$ cat config.mk
export PLATFORM = sky130hd
export DESIGN_NAME = radio_time_pulse_classifier
export DESIGN_NICKNAME = d
export VERILOG_FILES = /design/src/rtpc_pkg.sv /design/src/radio_time_pulse_classifier.sv
export SDC_FILE = /design/constraint.sdc
export NUM_CORES = 1
export LEC_CHECK = 0
export BUFFER_PORTS_ARGS = -buffer_cell sky130_fd_sc_hd__buf_2
export CORE_UTILIZATION = 55
export CTS_CLUSTER_DIAMETER = 30
export DETAILED_ROUTE_END_ITERATION = 8
export PLACE_DENSITY_LB_ADDON = 0.05
export SYNTH_ARGS = -nofsm -noshare
export SYNTH_HDL_FRONTEND = slang
export SYNTH_SLANG_ARGS = --single-unit
$ cat constraint.sdc
create_clock -name clk -period 5.5 [get_ports clk]
set_input_delay 0.275 -clock clk [delete_from_list [all_inputs] [get_ports clk]]
set_output_delay 0.275 -clock clk [all_outputs]
set_load 0.005 [all_outputs]
$ cat src/rtpc_pkg.sv
// ----------------------------------------------------------------------------
// rtpc_pkg
// Shared types and constants for the radio time pulse classifier.
// ----------------------------------------------------------------------------
package rtpc_pkg;

    // Width of the saturating tick counter.
    localparam int COUNT_WIDTH = 16;

    // Width of every configuration register.
    localparam int CFG_WIDTH = 16;

    // Number of configuration registers, and the index width of the port.
    localparam int CFG_COUNT = 5;
    localparam int CFG_INDEX_WIDTH = $clog2(CFG_COUNT);

    // Comparisons are made one bit wider than the widest operand, so that
    // a nominal value plus the tolerance never wraps.
    localparam int CMP_WIDTH = ((COUNT_WIDTH > CFG_WIDTH) ? COUNT_WIDTH : CFG_WIDTH) + 1;

    // Saturation value of the tick counter.
    localparam logic [COUNT_WIDTH-1:0] COUNT_MAX = {COUNT_WIDTH{1'b1}};

    // Configuration register indexes.
    typedef enum logic [CFG_INDEX_WIDTH-1:0] {
        CFG_TOLERANCE  = CFG_INDEX_WIDTH'(0),
        CFG_ZERO_PULSE = CFG_INDEX_WIDTH'(1),
        CFG_ONE_PULSE  = CFG_INDEX_WIDTH'(2),
        CFG_SECOND     = CFG_INDEX_WIDTH'(3),
        CFG_MINUTE     = CFG_INDEX_WIDTH'(4)
    } cfg_index_t;

    // Reset values of the configuration registers.
    localparam logic [CFG_WIDTH-1:0] RESET_TOLERANCE  = CFG_WIDTH'(50);
    localparam logic [CFG_WIDTH-1:0] RESET_ZERO_PULSE = CFG_WIDTH'(100);
    localparam logic [CFG_WIDTH-1:0] RESET_ONE_PULSE  = CFG_WIDTH'(200);
    localparam logic [CFG_WIDTH-1:0] RESET_SECOND     = CFG_WIDTH'(1000);
    localparam logic [CFG_WIDTH-1:0] RESET_MINUTE     = CFG_WIDTH'(2000);

    // Event codes on the result channel.
    typedef enum logic [1:0] {
        EV_BIT0   = 2'd0,
        EV_BIT1   = 2'd1,
        EV_MINUTE = 2'd2,
        EV_ERROR  = 2'd3
    } event_code_t;

endpackage

$ cat src/radio_time_pulse_classifier.sv
// ----------------------------------------------------------------------------
// radio_time_pulse_classifier
// Pulse-width decoder for a long-wave time signal, one level sample per tick.
// ----------------------------------------------------------------------------
// The block takes one receiver level sample per clock cycle when the input is
// not stalled, and classifies each carrier-reduction edge in the same cycle it
// is accepted: a falling edge reports bit zero, bit one or a timing error from
// the pulse length, and a rising edge reports a new minute or a timing error
// from the spacing to the previous rising edge (a normal second gives no
// result). An accepted result is registered in the output register, or in
// the skid register while the output register still holds one; the two let
// the input keep flowing while a result waits; it stalls only when both hold
// results. Configuration registers are written through the plain write port;
// the user must write them only while the block is idle; it is not enforced.
module radio_time_pulse_classifier
    import rtpc_pkg::*;
(
    input  logic                       clk,
    input  logic                       rst_n,

    // Sample channel.
    input  logic                       in_valid,
    output logic                       in_stall,
    input  logic                       carrier_reduced,

    // Result channel.
    output logic                       out_valid,
    input  logic                       out_stall,
    output logic [1:0]                 event_code,

    // Configuration write port.
    input  logic                       cfg_we,
    input  logic [CFG_INDEX_WIDTH-1:0] cfg_index,
    input  logic [CFG_WIDTH-1:0]       cfg_data
);

    // Configuration registers.
    logic [CFG_WIDTH-1:0] tolerance_reg;
    logic [CFG_WIDTH-1:0] zero_pulse_reg;
    logic [CFG_WIDTH-1:0] one_pulse_reg;
    logic [CFG_WIDTH-1:0] second_period_reg;
    logic [CFG_WIDTH-1:0] minute_period_reg;

    // Decoder state.
    logic                   in_pulse_reg;
    logic                   in_pulse_next;
    logic [COUNT_WIDTH-1:0] elapsed_reg;
    logic [COUNT_WIDTH-1:0] elapsed_next;

    // Output and skid stages.
    logic        out_valid_reg;
    event_code_t out_code_reg;
    logic        skid_valid_reg;
    event_code_t skid_code_reg;

    // Classification of the accepted sample.
    logic                   accept;
    logic                   rising;
    logic                   falling;
    logic                   near_zero;
    logic                   near_one;
    logic                   near_second;
    logic                   near_minute;
    logic                   result_valid;
    event_code_t            result_code;
    logic [COUNT_WIDTH-1:0] count_base;
    logic                   out_take;

    // True when x lies within the tolerance of the nominal value, inclusive.
    function automatic logic near_value(
        input logic [COUNT_WIDTH-1:0] x,
        input logic [CFG_WIDTH-1:0]   nominal,
        input logic [CFG_WIDTH-1:0]   tol
    );
        logic [CMP_WIDTH-1:0] xw;
        logic [CMP_WIDTH-1:0] nw;
        logic [CMP_WIDTH-1:0] tw;
        xw = CMP_WIDTH'(x);
        nw = CMP_WIDTH'(nominal);
        tw = CMP_WIDTH'(tol);
        return (xw <= nw + tw) && (nw <= xw + tw);
    endfunction

    assign accept   = in_valid && !in_stall;
    assign in_stall = skid_valid_reg;
    assign out_take = out_valid_reg && !out_stall;

    // Edge detection and window checks against the current count.
    assign rising      = !in_pulse_reg && carrier_reduced;
    assign falling     = in_pulse_reg && !carrier_reduced;
    assign near_zero   = near_value(elapsed_reg, zero_pulse_reg, tolerance_reg);
    assign near_one    = near_value(elapsed_reg, one_pulse_reg, tolerance_reg);
    assign near_second = near_value(elapsed_reg, second_period_reg, tolerance_reg);
    assign near_minute = near_value(elapsed_reg, minute_period_reg, tolerance_reg);

    // Result selection; the minute window wins over the second window and
    // the zero window wins over the one window.
    always_comb
    begin
        result_valid = 1'b0;
        result_code  = EV_ERROR;
        if (rising)
        begin
            if (near_minute)
            begin
                result_valid = 1'b1;
                result_code  = EV_MINUTE;
            end
            else if (!near_second)
            begin
                result_valid = 1'b1;
                result_code  = EV_ERROR;
            end
        end
        else if (falling)
        begin
            result_valid = 1'b1;
            if (near_zero)
            begin
                result_code = EV_BIT0;
            end
            else if (near_one)
            begin
                result_code = EV_BIT1;
            end
            else
            begin
                result_code = EV_ERROR;
            end
        end
    end

    // Next state: a rising edge restarts the count, then it counts up
    // with saturation.
    always_comb
    begin
        in_pulse_next = in_pulse_reg;
        elapsed_next  = elapsed_reg;
        if (accept)
        begin
            in_pulse_next = carrier_reduced;
            count_base    = rising ? '0 : elapsed_reg;
            if (count_base != COUNT_MAX)
            begin
                elapsed_next = count_base + COUNT_WIDTH'(1);
            end
            else
            begin
                elapsed_next = count_base;
            end
        end
        else
        begin
            count_base = elapsed_reg;
        end
    end

    // Decoder state registers.
    always_ff @(posedge clk or negedge rst_n)
    begin
        if (!rst_n)
        begin
            in_pulse_reg <= 1'b0;
            elapsed_reg  <= '0;
        end
        else
        begin
            in_pulse_reg <= in_pulse_next;
            elapsed_reg  <= elapsed_next;
        end
    end

    // Configuration registers; writes beyond the last index are ignored.
    always_ff @(posedge clk or negedge rst_n)
    begin
        if (!rst_n)
        begin
            tolerance_reg     <= RESET_TOLERANCE;
            zero_pulse_reg    <= RESET_ZERO_PULSE;
            one_pulse_reg     <= RESET_ONE_PULSE;
            second_period_reg <= RESET_SECOND;
            minute_period_reg <= RESET_MINUTE;
        end
        else if (cfg_we)
        begin
            case (cfg_index_t'(cfg_index))
                CFG_TOLERANCE:  tolerance_reg     <= cfg_data;
                CFG_ZERO_PULSE: zero_pulse_reg    <= cfg_data;
                CFG_ONE_PULSE:  one_pulse_reg     <= cfg_data;
                CFG_SECOND:     second_period_reg <= cfg_data;
                CFG_MINUTE:     minute_period_reg <= cfg_data;
                default:        ;
            endcase
        end
    end

    // Output register and skid register control.
    always_ff @(posedge clk or negedge rst_n)
    begin
        if (!rst_n)
        begin
            out_valid_reg  <= 1'b0;
            skid_valid_reg <= 1'b0;
        end
        else if (skid_valid_reg)
        begin
            if (out_take)
            begin
                skid_valid_reg <= 1'b0;
            end
        end
        else if (accept && result_valid)
        begin
            if (!out_valid_reg || out_take)
            begin
                out_valid_reg <= 1'b1;
            end
            else
            begin
                skid_valid_reg <= 1'b1;
            end
        end
        else if (out_take)
        begin
            out_valid_reg <= 1'b0;
        end
    end

    // Output and skid payload.
    always_ff @(posedge clk)
    begin
        if (skid_valid_reg)
        begin
            if (out_take)
            begin
                out_code_reg <= skid_code_reg;
            end
        end
        else if (accept && result_valid)
        begin
            if (!out_valid_reg || out_take)
            begin
                out_code_reg <= result_code;
            end
            else
            begin
                skid_code_reg <= result_code;
            end
        end
    end

    assign out_valid  = out_valid_reg;
    assign event_code = out_code_reg;

    // The skid register is only ever filled behind a full output register.
    a_skid_behind_out: assert property (@(posedge clk) disable iff (!rst_n)
        skid_valid_reg |-> out_valid_reg)
        else $error("skid register holds a result while the output is empty");

    // A held result in the skid register is not dropped while the output stalls.
    a_skid_holds: assert property (@(posedge clk) disable iff (!rst_n)
        (skid_valid_reg && out_stall) |=> (skid_valid_reg && $stable(skid_code_reg)))
        else $error("skid result lost during an output stall");

    // After every accepted falling edge the output register holds a result in the next cycle.
    a_falling_result: assert property (@(posedge clk) disable iff (!rst_n)
        (accept && falling) |=> out_valid_reg)
        else $error("falling edge produced no result");

    // A rising edge restarts the count, so it reads one afterwards.
    a_rising_restart: assert property (@(posedge clk) disable iff (!rst_n)
        (accept && rising) |=> (elapsed_reg == COUNT_WIDTH'(1) && in_pulse_reg))
        else $error("tick counter not restarted on a rising edge");

endmodule
### After elaboration in Yosys (flattened, before gate mapping)

Cells that the tools add are included.

* bits of input ports: 25
* flip-flop bits (word level): 103
* logic and storage cells: 83

* bitwise logic cells: 2
* magnitude comparators: 8
* multiplexer cells: 22
* eq/ne operators: 7
* add/sub/neg operators: 6
* reductions and logical operators: 27

Operators by type and width (number)
* $le A16 B17 Y1: 8
* $add A16 B16 Y17: 5
* $mux W16: 2
* $add A16 B1 Y16 const B: 1
* $mux W2: 8
* $ne A16 B16 Y1 const B: 1
* $mux W1: 12
* $reduce_and A2 Y1: 5
* $logic_and A1 B1 Y1: 9
* $reduce_and A3 Y1: 3
* $eq A3 B2 Y1 const B: 2
* $reduce_bool A2 Y1: 3
* $logic_not A1 Y1: 5
* $ne A2 B1 Y1 const B: 2
* $eq A3 B1 Y1 const B: 1
* $eq A3 B3 Y1 const B: 1
* $logic_not A3 Y1: 1
* $not A1 Y1: 2
* $logic_or A1 B1 Y1: 1

### Logic depth before layout (Yosys ltp)

* depth in word-level cells: 10
* mapped depth: 20
* gate-level depth less buffers: 20

### Worst setup path after synthesis

Ideal clock, no wire load.

* path kind: register to register
* start: register tolerance_reg[0]
* end: register out_code_reg[1], in the netlist event_code[1], data pin
* cell stages (with the launch flop): 18
* path buffers: 0
* setup time: 0.268 ns
* path slack: 1.055 ns
* arrival time: 4.177 ns
* clock period less this slack: 4.445 ns
* cells stage by stage: dfrtp_1 > ha_1 > fa_1 > a21oi_1 > o211ai_2 > and3_4 > or4_1 > a221o_1 > xnor2_1 > ha_1 > nand4_1 > or4_1 > a21bo_2 > a31oi_1 > o31ai_1 > a311oi_1 > nor3_1 > o31ai_2

* cells in the longest elaborated chain, start to end: 10

Ends and longest elaborated chain
* start, declared: line radio_time_pulse_classifier.sv:38 `logic [CFG_WIDTH-1:0] tolerance_reg;`
* start signal, assigned: line radio_time_pulse_classifier.sv:187 `CFG_TOLERANCE: tolerance_reg <= cfg_data;`
* $add A16 B16 Y17: line radio_time_pulse_classifier.sv:81 `return (xw <= nw + tw) && (nw <= xw + tw);`
* $le A16 B17 Y1: line radio_time_pulse_classifier.sv:81
* $logic_and A1 B1 Y1: line radio_time_pulse_classifier.sv:81
* $mux W2: line radio_time_pulse_classifier.sv:122 `else if (near_one)`
* $mux W2 *: line radio_time_pulse_classifier.sv:118 `if (near_zero)`
* $mux W2 *: line radio_time_pulse_classifier.sv:115 `else if (falling)`
* $mux W2 *: line radio_time_pulse_classifier.sv:102 `if (rising)`
* $mux W2 *: line radio_time_pulse_classifier.sv:241 `if (!out_valid_reg || out_take)`
* $mux W2 *: line radio_time_pulse_classifier.sv:239 `else if (accept && result_valid)`
* $mux W2 *: line radio_time_pulse_classifier.sv:232 `if (skid_valid_reg)`
* end signal, assigned: line radio_time_pulse_classifier.sv:236 `out_code_reg <= skid_code_reg;`
* end signal, assigned: line radio_time_pulse_classifier.sv:243 `out_code_reg <= result_code;`
* end, declared: line radio_time_pulse_classifier.sv:52 `event_code_t out_code_reg;`

Every way passes the cells marked *; elsewhere a longest branch is shown, timed or not. The select of a mux whose other input is x is not followed.
A chain may end at the register's enable or synchronous reset.

### Worst setup path in the final report

Same ends and word-level chain as after synthesis.

==> out/summary.txt <==
Crit Path Max Fanout -> 6
Setup TNS Final -> 0 ns
Upper clock frequency limit -> 201 MHz
Fin util -> 61.8%
Detailed placement HPWL -> 24000 µm
Largest net degree at the start of global routing -> 60
Crit path time final -> 4.99 ns
Die Y -> 139 µm
Initial antenna violation count -> 0
#FFs+latches synth -> 103
Maximum VDD drop -> 0.207 mV
Worst EP arrival -> 5.10 ns
Final setup fails -> 0
Worst R2R Path Depth -> 17
Cell with the most instances after synthesis -> ha_1
Antenna Nets Post-Route -> 0
Syn Area/Cell -> 9.52 µm²
Worst-skew pair later-pin latency -> 0.37 ns
Post-route clock period utilization -> 90.7%
First drt pass iteration count -> 5
Mapped Cells -> 1090
Post-synth top cells -> 201 x ha_1, 95 x a21oi_1, 78 x dfrtp_1
Asr flop ratio synth -> 96.1%
Clock Skews -> 0.0102 ns
Ports -> 29
Synth Flop Type -> dfrtp_1
Post-synth net total -> 1321
Placer congestion estimate -> 0.933
Layout area overhead -> 8.39%
Root Driver -> clkbuf_16
Sequential area share after synthesis -> 25.3%
Max Cap Viol -> 0
CP Class -> flop to flop
Setup Slack @ Placement -> 0.545 ns
Worst slew pin tran -> 0.710 ns
Wire length per cell -> 21.1 µm
Cell Area, Synth -> 10400 µm²
Cell taking the most area after synthesis -> ha_1
Clock Path Buffers -> 2
Worst-path clk slew -> 0.08 ns
Yosys cell types -> 73
Drc violations -> 0
CTS tree -> done
Post-synth EDFFs -> 4
Final non-filler cell total -> 1372
Share of cells above drive strength 1 -> 16.0%
Port Buffers -> 28
Slew Limit Fails -> 0
Setup crit start kind -> flop
Fin nets -> 1369
Hold crit path type -> input pin to flop
DRT iter0 DRCs -> 499
# resized after CTS -> 0
Outcome -> finished, final reports clean
DIE WIDTH -> 139 µm
Drt via density -> 6.35
Setup ws final -> 0.514 ns
Worst Path Required -> 5.61 ns
Max-slew headroom -> 52.0%
# rows -> 49
Hold path depth -> 3
Final hold violations -> 0
Lkg Pwr -> 5.36 nW
Tot GR Track Use -> 31.5%
CTS H-tree lvls -> 3
Pwr/cell area -> 458 nW/µm²
Num CTS Buffers -> 9
Synth warn -> 0
WL final -> 29000 µm
Die area -> 19400 µm²
Synth top area cells -> ha_1 24%, dfrtp_1 19%, mux2_2 8.4%
Vias in the first global route -> 8577
Unrepaired setup endpoints after global routing -> false
CTS sink cnt -> 103
Final Power -> 5.16 mW
Ant diodes -> 0
Core area -> 18200 µm²
Grt ovf -> 0
Initial core utilization -> 57.0%
Worst setup EP type -> flop
First-pass GRT wire length -> 46100 µm
Post-synth top area share -> 24.2%
Placed insts -> 1355
Via Count -> 8715
-- power breakdown --
part | total, mW | leakage (nW) | internal [mW] | switching (mW)
clock | 0.650 | 0.142 | 0.321 | 0.330
combinational | 3.29 | 3.99 | 1.46 | 1.83
sequential | 1.22 | 1.22 | 0.947 | 0.269
total | 5.16 | 5.36 | 2.73 | 2.43
-- stage by stage --
| step | cell area [µm²] | hold slack, ns |
|---|---|---|
| after floorplan | 10400 | -0.0206 |
| after global placement | 11000 | 0.288 |
| after detailed placement | 11000 | 0.295 |
| after CTS | 11200 | 0.149 |
| after global routing | 11200 | 0.187 |
| final | 11200 | 0.157 |
-- layer usage --
layer	vias up	GRT usage, %	wire length (µm)	part of all wire [%]
li1	4209	-	-	-
met1	4226	43.4	13600	47
met2	222	47.8	12400	43
met3	58	5.13	1790	6.2
met4	0	15.4	1220	4.2
met5	-	0	0	0
-- path summary, 6_finish.rpt --
kind | slack, ns | endpoint | from
setup / recovery | 0.51 | event_code[1]$_DFFE_PP_ | tolerance_reg[0]$_DFFE_PN0P_
hold / removal | 0.16 | one_pulse_reg[10]$_DFFE_PN0P_ | cfg_data[10]
setup reg to reg | 0.51 | event_code[1]$_DFFE_PP_ | tolerance_reg[0]$_DFFE_PN0P_
hold reg to reg | 0.53 | event_code[0]$_DFFE_PP_ | skid_code_reg[0]$_DFFE_PP_
max in group asynchronous | 3.96 | zero_pulse_reg[8]$_DFFE_PN0P_ | rst_n
min in group asynchronous | 0.43 | elapsed_reg[2]$_DFFE_PN0P_ | rst_n
-- kinds of logic (layout without fill, tap and decap cells) --
logic type / count (synthesis) / after routing / share of synthesized area [%]
flip-flops: 103 / 103 / 25.3
XOR/XNOR: 78 / 78 / 6.58
buffers and inverters: 53 / 106 / 1.93
adder cells (fa/ha/maj): 209 / 209 / 25.5
AO/OA/AOI/OAI: 281 / 281 / 17.6
AND/OR/NAND/NOR: 284 / 284 / 14.3
multiplexers: 82 / 82 / 8.84
-- what timing repair did --
item,in CTS,in global routing
endpoints found under the setup margin,0,0
hold endpoints to repair,40,0
hold buffers,1,0
setup buffers,0,0
-- critical path, stage by stage (launching register included) --
cell	delay [ns]
dfrtp_1	0.47
ha_1	0.28
fa_1	0.43
a21oi_1	0.22
o211ai_2	0.11
and3_4	0.19
or4_1	0.41
a221o_1	0.37
xnor2_1	0.40
ha_1	0.21
nand4_1	0.08
or4_1	0.56
a21bo_2	0.21
a31oi_1	0.05
o31ai_1	0.21
a311oi_1	0.14
nor3_1	0.31
o31ai_2	0.09
-- cell usage in the layout, fill, tap and decap left out, types with 7 or more instances in the layout --
cell       synthesis  final
ha_1             201    201
a21oi_1           95     95
dfrtp_1           78     78
mux2_2            77     77
nand2_1           70     70
o21ai_0           49     49
nor2_1            42     42
xor2_1            41     41
inv_1             41     41
a21o_1            37     37
xnor2_1           37     37
nand3_1           35     35
buf_2              1     27
nand4_1           25     25
buf_4              0     21
dfstp_2           21     21
nand2b_1          19     19
nor3_1            19     18
nor2b_1           17     17
and3_1            15     15
a31oi_1           13     13
o21bai_1          12     12
o21a_1             9      9
clkbuf_16          0      9
and2_1             7      7
a211oi_1           7      7
a2111oi_0          7      7
-- cell type report --
class	instances	area, µm²
tap	229	287
inverter	41	154
multi-input combinational	934	7600
clock buffer	10	229
timing repair buffer	49	303
sequential	103	2620
clock inverter	6	57.6
fill	1564	6960
Note: power is estimated with default switching activity, not from simulation.
